==> src/wsu_pkg.sv <==
`timescale 1ns / 1ps

package wsu_pkg;

    localparam logic [7:0] CH_CR = 8'd13;
    localparam logic [7:0] CH_LF = 8'd10;

    localparam int METH_LEN     = 5;
    localparam int CONN_LEN     = 12;
    localparam int UPG_LEN      = 9;
    localparam int KEY_LEN      = 19;
    localparam int CONN_VAL_LEN = 7;
    localparam int UPG_VAL_LEN  = 9;

    localparam logic [8*METH_LEN-1:0]     METH_TXT     = "GET /";
    localparam logic [8*CONN_LEN-1:0]     CONN_TXT     = "connection: ";
    localparam logic [8*UPG_LEN-1:0]      UPG_TXT      = "upgrade: ";
    localparam logic [8*KEY_LEN-1:0]      KEY_TXT      = "sec-websocket-key: ";
    localparam logic [8*CONN_VAL_LEN-1:0] CONN_VAL_TXT = "upgrade";
    localparam logic [8*UPG_VAL_LEN-1:0]  UPG_VAL_TXT  = "websocket";

    localparam logic [4:0] LINE_POS_MAX = 5'd31;

    localparam logic [2:0] VERDICT_OK       = 3'd0;
    localparam logic [2:0] VERDICT_BAD_METH = 3'd1;
    localparam logic [2:0] VERDICT_BAD_CONN = 3'd2;
    localparam logic [2:0] VERDICT_BAD_UPG  = 3'd3;
    localparam logic [2:0] VERDICT_NO_KEY   = 3'd4;

    localparam logic OUT_KEY     = 1'b0;
    localparam logic OUT_VERDICT = 1'b1;

    localparam int QUEUE_DEPTH = 2;
    localparam int QUEUE_PTR_W = $clog2(QUEUE_DEPTH);
    localparam int QUEUE_CNT_W = $clog2(QUEUE_DEPTH + 1);

    typedef struct packed {
        logic [7:0] data_byte;
        logic       last_byte;
    } in_beat_t;

    typedef struct packed {
        logic       out_kind;
        logic [7:0] key_char;
        logic       key_restart;
        logic [2:0] verdict;
    } out_beat_t;

    // classified byte handed from front to back
    typedef struct packed {
        logic [7:0] raw;
        logic [7:0] folded;
        logic       is_cr;
        logic       is_lf;
        logic       last;
    } item_t;

    function automatic logic [7:0] fold_char(logic [7:0] c);
        return (c >= 8'h41 && c <= 8'h5A) ? c + 8'd32 : c;
    endfunction

    function automatic logic [7:0] meth_ch(logic [2:0] i);
        return (int'(i) < METH_LEN) ? METH_TXT[8*(METH_LEN-1-int'(i)) +: 8] : 8'h00;
    endfunction

    function automatic logic [7:0] conn_ch(logic [3:0] i);
        return (int'(i) < CONN_LEN) ? CONN_TXT[8*(CONN_LEN-1-int'(i)) +: 8] : 8'h00;
    endfunction

    function automatic logic [7:0] upg_ch(logic [3:0] i);
        return (int'(i) < UPG_LEN) ? UPG_TXT[8*(UPG_LEN-1-int'(i)) +: 8] : 8'h00;
    endfunction

    function automatic logic [7:0] key_ch(logic [4:0] i);
        return (int'(i) < KEY_LEN) ? KEY_TXT[8*(KEY_LEN-1-int'(i)) +: 8] : 8'h00;
    endfunction

    function automatic logic [7:0] conn_val_ch(logic [2:0] i);
        return (int'(i) < CONN_VAL_LEN) ?
            CONN_VAL_TXT[8*(CONN_VAL_LEN-1-int'(i)) +: 8] : 8'h00;
    endfunction

    function automatic logic [7:0] upg_val_ch(logic [3:0] i);
        return (int'(i) < UPG_VAL_LEN) ?
            UPG_VAL_TXT[8*(UPG_VAL_LEN-1-int'(i)) +: 8] : 8'h00;
    endfunction

endpackage

==> src/wsu_back.sv <==
`timescale 1ns / 1ps

module wsu_back
    import wsu_pkg::*;
(
    input  logic      aclk,
    input  logic      aresetn,
    input  logic      q_valid,
    output logic      q_ready,
    input  item_t     q_item,
    output logic      m_valid,
    input  logic      m_ready,
    output out_beat_t m_data
);

    // per-line match state; seen[3] marks key bytes already sent on this line
    typedef struct packed {
        logic [4:0] line_pos;
        logic [2:0] prefix;
        logic [1:0] value;
        logic [3:0] seen;
    } line_st_t;

    typedef struct packed {
        line_st_t   st;
        logic       emit;
        logic       restart;
    } take_res_t;

    localparam line_st_t LINE_RESET = '{line_pos: 5'd0, prefix: 3'b111, value: 2'b11,
                                        seen: 4'd0};

    function automatic take_res_t take_char(line_st_t st, logic [7:0] f, logic may_emit);
        take_res_t  r;
        logic [4:0] p;
        logic [4:0] v;
        r.st      = st;
        r.emit    = 1'b0;
        r.restart = 1'b0;
        p         = st.line_pos;
        if (p < 5'(CONN_LEN) && f != conn_ch(p[3:0])) r.st.prefix[0] = 1'b0;
        if (p < 5'(UPG_LEN) && f != upg_ch(p[3:0]))   r.st.prefix[1] = 1'b0;
        if (p < 5'(KEY_LEN) && f != key_ch(p))        r.st.prefix[2] = 1'b0;
        if (p >= 5'(CONN_LEN)) begin
            v = p - 5'(CONN_LEN);
            if (v >= 5'(CONN_VAL_LEN) || f != conn_val_ch(v[2:0])) r.st.value[0] = 1'b0;
        end
        if (p >= 5'(UPG_LEN)) begin
            v = p - 5'(UPG_LEN);
            if (v >= 5'(UPG_VAL_LEN) || f != upg_val_ch(v[3:0])) r.st.value[1] = 1'b0;
        end
        if (p != LINE_POS_MAX) r.st.line_pos = p + 5'd1;
        if (may_emit && p >= 5'(KEY_LEN) && r.st.prefix[2]) begin
            r.emit    = 1'b1;
            r.restart = !st.seen[3];
            r.st.seen[3] = 1'b1;
            if (!st.seen[3]) r.st.seen[2] = 1'b0;
        end
        return r;
    endfunction

    function automatic line_st_t line_commit(line_st_t st);
        line_st_t n;
        n = LINE_RESET;
        n.seen = st.seen;
        if (st.prefix[0] && st.value[0] && st.line_pos == 5'(CONN_LEN + CONN_VAL_LEN))
            n.seen[0] = 1'b1;
        if (st.prefix[1] && st.value[1] && st.line_pos == 5'(UPG_LEN + UPG_VAL_LEN))
            n.seen[1] = 1'b1;
        if (st.prefix[2] && st.seen[3])
            n.seen[2] = 1'b1;
        n.seen[3] = 1'b0;
        return n;
    endfunction

    function automatic logic [2:0] verdict_code(logic mok, logic [2:0] bi, logic [3:0] seen);
        if (!(mok && bi >= 3'(METH_LEN))) return VERDICT_BAD_METH;
        if (!seen[0]) return VERDICT_BAD_CONN;
        if (!seen[1]) return VERDICT_BAD_UPG;
        if (!seen[2]) return VERDICT_NO_KEY;
        return VERDICT_OK;
    endfunction

    line_st_t  st_reg, st_next;
    logic      method_ok_reg, method_ok_next;
    logic      cr_pending_reg, cr_pending_next;
    logic      verdict_given_reg, verdict_given_next;
    logic [2:0] byte_index_reg, byte_index_next;
    logic      m_valid_reg, m_valid_next;
    out_beat_t m_data_reg;
    logic      fire;
    logic      res_valid;
    out_beat_t res;
    take_res_t tc_cr, tc_byte;

    assign fire    = q_valid && (!m_valid_reg || m_ready);
    assign q_ready = fire;

    // bare CR replayed into the line first, then the current byte on top
    assign tc_cr   = take_char(st_reg, CH_CR, 1'b0);
    assign tc_byte = take_char(cr_pending_reg ? tc_cr.st : st_reg, q_item.folded, !q_item.last);

    always_comb begin
        st_next            = st_reg;
        method_ok_next     = method_ok_reg;
        cr_pending_next    = cr_pending_reg;
        verdict_given_next = verdict_given_reg;
        byte_index_next    = byte_index_reg;
        res_valid          = 1'b0;
        res                = '0;
        if (fire) begin
            if (!verdict_given_reg) begin
                if (byte_index_reg < 3'(METH_LEN)) begin
                    if (q_item.raw != meth_ch(byte_index_reg)) method_ok_next = 1'b0;
                    byte_index_next = byte_index_reg + 3'd1;
                end
                if (cr_pending_reg) begin
                    if (q_item.is_lf) begin
                        cr_pending_next = 1'b0;
                        if (st_reg.line_pos == 5'd0) begin
                            res_valid          = 1'b1;
                            res.out_kind       = OUT_VERDICT;
                            res.verdict        = verdict_code(method_ok_next, byte_index_next,
                                                              st_reg.seen);
                            verdict_given_next = 1'b1;
                        end else begin
                            st_next = line_commit(st_reg);
                        end
                    end else if (q_item.is_cr) begin
                        st_next = tc_cr.st;
                    end else begin
                        cr_pending_next = 1'b0;
                        st_next         = tc_byte.st;
                    end
                end else if (q_item.is_cr) begin
                    cr_pending_next = 1'b1;
                end else begin
                    st_next = tc_byte.st;
                end
                // an LF without a CR before it is an ordinary line byte
                if (tc_byte.emit && !q_item.is_cr && !(cr_pending_reg && q_item.is_lf)) begin
                    res_valid       = 1'b1;
                    res.out_kind    = OUT_KEY;
                    res.key_char    = q_item.raw;
                    res.key_restart = tc_byte.restart;
                end
            end
            if (q_item.last) begin
                if (!verdict_given_next) begin
                    res_valid   = 1'b1;
                    res         = '0;
                    res.out_kind = OUT_VERDICT;
                    res.verdict = verdict_code(method_ok_next, byte_index_next, st_next.seen);
                end
                st_next            = LINE_RESET;
                method_ok_next     = 1'b1;
                cr_pending_next    = 1'b0;
                verdict_given_next = 1'b0;
                byte_index_next    = 3'd0;
            end
        end
    end

    always_comb begin
        m_valid_next = m_valid_reg;
        if (fire) begin
            m_valid_next = res_valid;
        end else if (m_ready) begin
            m_valid_next = 1'b0;
        end
    end

    always_ff @(posedge aclk) begin
        if (!aresetn) begin
            st_reg            <= LINE_RESET;
            method_ok_reg     <= 1'b1;
            cr_pending_reg    <= 1'b0;
            verdict_given_reg <= 1'b0;
            byte_index_reg    <= 3'd0;
            m_valid_reg       <= 1'b0;
        end else begin
            st_reg            <= st_next;
            method_ok_reg     <= method_ok_next;
            cr_pending_reg    <= cr_pending_next;
            verdict_given_reg <= verdict_given_next;
            byte_index_reg    <= byte_index_next;
            m_valid_reg       <= m_valid_next;
        end
    end

    always_ff @(posedge aclk) begin
        if (fire && res_valid) begin
            m_data_reg <= res;
        end
    end

    assign m_valid = m_valid_reg;
    assign m_data  = m_data_reg;

endmodule

==> config.mk <==
export PLATFORM = sky130hd
export DESIGN_NAME = wsu_back
export DESIGN_NICKNAME = d
export VERILOG_FILES = /design/src/wsu_pkg.sv /design/src/wsu_back.sv
export SDC_FILE = /design/constraint.sdc
export NUM_CORES = 1
export LEC_CHECK = 0
export BUFFER_PORTS_ARGS = -buffer_cell sky130_fd_sc_hd__clkbuf_2
export CORE_AREA = 3 3 98 100
export DETAILED_ROUTE_END_ITERATION = 7
export DIE_AREA = 0 0 101 103
export HOLD_SLACK_MARGIN = 0.02
export PLACE_DENSITY = 0.78
export SETUP_SLACK_MARGIN = 0.02
export SYNTH_ARGS = -nofsm -noshare
export SYNTH_HDL_FRONTEND = slang
export SYNTH_SLANG_ARGS = --single-unit
export TNS_END_PERCENT = 5
==> constraint.sdc <==
create_clock -name aclk -period 12.11 [get_ports aclk]
set_input_delay 1.8165 -clock aclk [delete_from_list [all_inputs] [get_ports aclk]]
set_output_delay 1.8165 -clock aclk [all_outputs]
set_load 0.02 [all_outputs]
# Yosys cells after proc, flatten, opt, wreduce, memory -nomap -nowiden
# Cells that the tools add are included.
[totals]
reg_bits = 34
input_bits = 23
output_inout_bits = 15
word_cells = 280
[op_classes]
add_sub_neg = 18
magnitude_cmp = 29
eq_ne = 20
n_shift = 11
muxes = 153
reduce_logical = 35
[op_table]
columns = ["operator", "n"]
rows = [
  ["$shiftx 152x9->8 const A", 2],
  ["$shiftx 72x8->8 const A", 4],
  ["$shiftx 96x8->8 const A", 2],
  ["$mux 14", 9],
  ["$shiftx 56x7->8 const A", 2],
  ["$mux 1", 95],
  ["$mux 3", 30],
  ["$mux 8", 11],
  ["$ne 8x8->1", 6],
  ["$ne 4x8->1 const A", 5],
  ["$shiftx 40x7->8 const A", 1],
  ["$mux 13", 3],
  ["$ge 5x4->1 const B", 6],
  ["$sub 4x4->5 const A", 6],
  ["$lt 4x4->1 const B", 6],
  ["$logic_and 1x1->1", 20],
  ["$lt 5x4->1 const B", 4],
  ["$lt 5x5->1 const B", 4],
  ["$sub 5x4->5 const B", 4],
  ["$ne 5x5->1 const B", 3],
  ["$lt 3x3->1 const B", 4],
  ["$sub 3x3->4 const A", 3],
  ["$sub 5x5->6 const A", 2],
  ["$add 5x1->5 const B", 2],
  ["other kinds (18)", 32],
]

# Logic depth before layout (Yosys ltp)
[depth]
ltp_word = 46
ltp_mapped = 20
mapped_depth_nobuf = 15

# Worst setup path before layout
# No wires, ideal clock.
[synth_path]
kind = "register to register"
start = "register st_reg[9] (netlist name)"
end = "register m_data_reg, in the netlist m_data[0], enable pin"
setup_time_ps = 356
arrival_ps = 4297
required_time_ps = 11754
slack_ps = 7457
stages_incl_launch_ff = 19
path_buffers = 5
synth_period_minus_slack_ps = 4653
path_cell_list = "dfxtp_1 > buf_2 > buf_2 > inv_1 > ha_1 > nand2_1 > o211ai_2 > clkbuf_1 > ha_1 > clkbuf_1 > nor2_2 > a21oi_1 > or4b_1 > a32o_1 > nand4bb_4 > nor4_2 > nor2_1 > buf_6 > nand2_1"
[synth_between]
elab_chain_cells = 19
word_cells_on_any_way = 38
cone_classes = "add/sub (3); order compare (5); eq/ne (3); shift (2); mux (17); reduce/logical (8)"
[synth_lines]
columns = ["item", "line", "source"]
rows = [
  ["start, declared", "wsu_back.sv:84", "line_st_t st_reg, st_next;"],
  ["start signal, assigned", "wsu_back.sv:182", "st_reg <= st_next;"],
  ["$add 5x1->5 or $ne 5x5->1 (tied branches)", "wsu_back.sv:52", "if (p != LINE_POS_MAX) r.st.line_pos = p + 5'd1;"],
  ["$mux 5", "wsu_back.sv:52", ""],
  ["$mux 14", "wsu_back.sv:101", "assign tc_byte = take_char(cr_pending_reg ? tc_cr.st : st_reg, q_item.folded, !q_item.last);"],
  ["$sub 5x5->6", "wsu_pkg.sv:75", "return (int'(i) < KEY_LEN) ? KEY_TXT[8*(KEY_LEN-1-int'(i)) +: 8] : 8'h00;"],
  ["$shiftx 152x9->8", "wsu_pkg.sv:75", ""],
  ["$mux 8", "wsu_pkg.sv:75", ""],
  ["$ne 8x8->1", "wsu_back.sv:43", "if (p < 5'(KEY_LEN) && f != key_ch(p)) r.st.prefix[2] = 1'b0;"],
  ["$logic_and 1x1->1", "wsu_back.sv:43", ""],
  ["(+2 left out)", "--", ""],
  ["$mux 2", "wsu_back.sv:53", "if (may_emit && p >= 5'(KEY_LEN) && r.st.prefix[2]) begin"],
  ["$logic_and 1x1->1 (2 in a row)", "wsu_back.sv:141", "if (tc_byte.emit && !q_item.is_cr && !(cr_pending_reg && q_item.is_lf)) begin"],
  ["$mux 1", "wsu_back.sv:141", ""],
  ["$mux 1", "wsu_back.sv:112", "if (!verdict_given_reg) begin"],
  ["$mux 1", "wsu_back.sv:149", "if (!verdict_given_next) begin"],
  ["$mux 1 *", "wsu_back.sv:148", "if (q_item.last) begin"],
  ["$mux 1 *", "wsu_back.sv:111", "if (fire) begin"],
  ["$logic_and 1x1->1 *", "wsu_back.sv:192", "if (fire && res_valid) begin"],
  ["end signal, assigned", "wsu_back.sv:193", "m_data_reg <= res;"],
  ["end, declared", "wsu_back.sv:90", "out_beat_t m_data_reg;"],
]
# Every way passes the cells marked *; elsewhere a longest branch is shown, timed or not. The select of a mux whose other input is x is not followed.
# A chain may end at the register's enable or synchronous reset.

# Final worst setup path
[layout_path]
start = "register st_reg[9] (netlist name)"
end = "register m_data_reg, in the netlist m_data[2], enable pin"
# Same word-level chain as after synthesis.

==> results.sh <==
export IMPL_synthToLayoutAreaGrowth_pct=4.05
export IMPL_regToRegEndpoint="m_data[2]"
export IMPL_timing_hold_violations_final=0
export IMPL_timing_setup_critical_path_class="register to register"
export IMPL_initial_utilization_pct=54.4
export IMPL_timing_critical_path_max_delay_family="compound AO/OA/AOI/OAI gates"
export IMPL_postRouteWirelength_um=15700
export IMPL_post_synth_instance_area_um2=4760
export IMPL_slew_violations=0
export IMPL_clkLatencyLatePin_ns=0.29
export IMPL_number_of_antenna_violations_at_the_first_check_in_global_routing=0
export IMPL_synth_top_flop_cell="dfxtp_1"
export IMPL_tritoncts="built"
export IMPL_setup_repair_after_global_routing_missed_its_margin="no"
export IMPL_status="complete, no violations"
export IMPL_power_total_w=0.000339
export IMPL_std_cell_rows=34
export IMPL_max_clock_path_buffers=2
export IMPL_leading_cell_type_by_number_of_instances_after_synthesis="nor2_1"
export IMPL_clock_sink_count=34
export IMPL_skew_ns=0.00541
export IMPL_synth_top_area_share_pct=8.83
export IMPL_synthesis_nets=701
export IMPL_timing_final_crit_share_pct=51.2
export IMPL_cts_clk_slew_worst_paths_ns=0.07
export IMPL_ir_worst_vdd_mv=0.0355
export IMPL_initialDrtViolationCount=558
export IMPL_cts_htree_levels=2
export IMPL_worst_slew_pin_slew_ns=0.867
export IMPL_reg2reg_slack_ns=5.91
export IMPL_crit_end="m_data[2]"
export IMPL_cts_root_buf="clkbuf_8"
export IMPL_worstHoldPathType="register to register"
export IMPL_antenna_cells=0
export IMPL_critPathMaxFanout=21
export IMPL_master_of_the_slowest_instance_on_the_critical_path="ha_1"
export IMPL_total_die_area_um2=10400
export IMPL_synth_edff_count=13
export IMPL_placeableCoreArea_um2=8760
export IMPL_synthTopCellsByCount="66 x nor2_1, 57 x nand2_1, 43 x o21ai_0, 39 x a21oi_1, 35 x nand3_1"
export IMPL_crit_path_start="st_reg[9]"
export IMPL_port_buffers=37
export IMPL_route_detailed_vias_per_inst=6.98
export IMPL_max_slew_margin_pct=41.8
export IMPL_synth_warning_count=0
export IMPL_timing_critical_path_arrival_ns=6.10
export IMPL_post_drt_wl_per_cell_um=20.5
export IMPL_largest_register_ffs=14
export IMPL_floorplan_die_height_um=103
export IMPL_hpwl_um=11700
export IMPL_groute_usage_overall_pct=29.8
export IMPL_floorplan_die_width_um=101
export IMPL_syn_avg_cell_area_um2=7.23
export IMPL_synth_seq_cells=34
export IMPL_n_fill_cell=854
export IMPL_drc=0
export IMPL_max_cap_viol_count=0
export IMPL_final_net_count=698
export IMPL_cp_num_buf_inv=1
export IMPL_post_synth_main_area_contributors="dfxtp_1 8.8%, edfxtp_1 8.2%, xnor2_1 5.7%"
export IMPL_cts_repair_resized=0
export IMPL_hold_path_startpoint="method_ok_reg"
export IMPL_power_leakage_nw=1.79
export IMPL_cp_cell_sequence="inv_1 -> ha_1 -> nand2_1 -> o211ai_2 -> ha_1 -> xnor3_1 -> a2111oi_2 -> o21ai_1 -> a22o_1 -> o22ai_1 -> nor4_2 -> nor2_1 -> nand2_1"
export IMPL_grt_first_pass_wirelength_um=25100
export IMPL_layout_core_utilization_pct=56.6
export IMPL_globalRouteOverflowTotal=0
export IMPL_synth_sequential_area_ratio_pct=17.0
export IMPL_setup_tns_after_final_layout_ns=0
export IMPL_worstSetupPathDepth=13
export IMPL_critical_path_required_ns=12.02
export IMPL_worst_r2r_path_depth=13
export IMPL_type_of_element_launching_the_critical_path="register"
export IMPL_number_of_optimization_iterations_in_the_first_detailed_route_pass=8
export IMPL_post_cts_buffers=0
export IMPL_r2r_start="st_reg[9]"
export IMPL_period_needed_ns=6.20
export IMPL_holdBufCountCts=0
export IMPL_drive_gt1_share_pct=12.6
export IMPL_critical_path_endpoint_type="register"
export IMPL_postSynthCellCount=659
export IMPL_cts_inserted_buffers=5
export IMPL_library_cell_occupying_the_most_area_in_the_post_synthesis_netlist="dfxtp_1"
export IMPL_routability_driven_placement_congestion_ratio=1.02
export IMPL_timing_fmax_mhz=161
export IMPL_pwr_density_cell_nw_per_um2=68.3
export IMPL_grt_pass1_vias=4935
export IMPL_design_portCount=38
export IMPL_critical_path_max_stage_delay_ns=0.76
export IMPL_place_detailed_instances=757
export IMPL_finish_cell_count_without_fillers=765
export IMPL_via_count=5343
export IMPL_yosysUniqueCellTypes=95
export IMPL_synth_async_reset_ratio_pct=0
export IMPL_grt_max_degree=35
export IMPL_timing_final_setup_violations=0
export IMPL_antenna_violating_nets_post_route=0
-- where the power goes --
part / switching, W / total [W] / internal, W
combinational: 0.0000813 / 0.000128 / 0.0000465
sequential: 0.00000424 / 0.000127 / 0.000123
clock: 0.0000440 / 0.0000833 / 0.0000394
total: 0.000130 / 0.000339 / 0.000209
-- cells by family after synthesis --
| logic type | count (synthesis) | share of synthesized area [%] |
|---|---|---|
| and+or+nand+nor | 268 | 29.0 |
| buffers and inverters | 82 | 7.62 |
| DFF | 34 | 17.0 |
| adders and majority gates | 19 | 4.99 |
| muxes | 6 | 1.29 |
| AOI/OAI and AO/OA | 208 | 30.5 |
| xor gates and xnor gates | 42 | 9.56 |
-- cell type report --
cell class	instances	area (um2)	share of cell area, %
multi-input cells	543	3600	72.6
clock inverters	3	16.3	0.328
flip-flops and latches	34	811	16.4
repair buffers	40	208	4.19
well taps	108	135	2.73
clock buffers	5	68.8	1.39
inverters	32	120	2.42
-- worst register-to-register path, stage by stage (launching register included) --
cell and delay [ns]:
dfxtp_1 0.73, inv_1 0.30, ha_1 0.45, nand2_1 0.09, o211ai_2 0.66, ha_1 0.76, xnor3_1 0.62, a2111oi_2 0.42
o21ai_1 0.16, a22o_1 0.23, o22ai_1 0.27, nor4_2 0.09, nor2_1 0.53, nand2_1 0.52
-- how the worst min path moves through the flow --
stage                    end  slack [ns]  cells after the start
2_1_floorplan  method_ok_reg        0.45                      2
3_3_place_gp   method_ok_reg        0.47                      2
3_5_place_dp   method_ok_reg        0.49                      2
4_1_cts        method_ok_reg        0.50                      2
5_1_grt        method_ok_reg        0.54                      2
6_report       method_ok_reg        0.51                      2
-- placed cells by master, fill, tap and decap left out, drive strengths merged, types with 6 or more instances in the layout --
cell type | netlist | final
xnor2 | 32 | 32
nor3 | 27 | 27
clkbuf | 22 | 42
o22ai | 9 | 9
o21ai | 46 | 46
a31oi | 16 | 16
nor4 | 13 | 13
nor2b | 6 | 6
nand3 | 37 | 37
o211ai | 8 | 8
a22oi | 7 | 7
ha | 19 | 19
nor2 | 69 | 69
inv | 31 | 31
nand2 | 58 | 58
a21oi | 42 | 42
nand4 | 13 | 13
nand2b | 8 | 8
edfxtp | 13 | 13
a211oi | 8 | 8
a21boi | 6 | 6
o31ai | 6 | 6
dfxtp | 21 | 21
and3 | 11 | 11
-- metrics by stage --
step | setup slack, ns | cell area [um2] | hold WS (ns)
CTS | 5.99 | 4960 | 0.505
detailed placement | 6.02 | 4870 | 0.494
finish | 5.91 | 4960 | 0.507
global placement | 6.33 | 4870 | 0.468
floorplan | 7.46 | 4760 | 0.448
global route | 5.38 | 4960 | 0.541
-- metal layers --
layer  GRT usage [%]  up-vias  share of wire, %  wire length, um
li1                -     2452                 -                -
met1            39.6     2454                40             6290
met2            47.9      369                45             7110
met3            4.33       68                10             1620
met4            14.0        0               4.2              662
met5               0        -                 0                0
No activity file was read; power rests on OpenSTA's default activity.
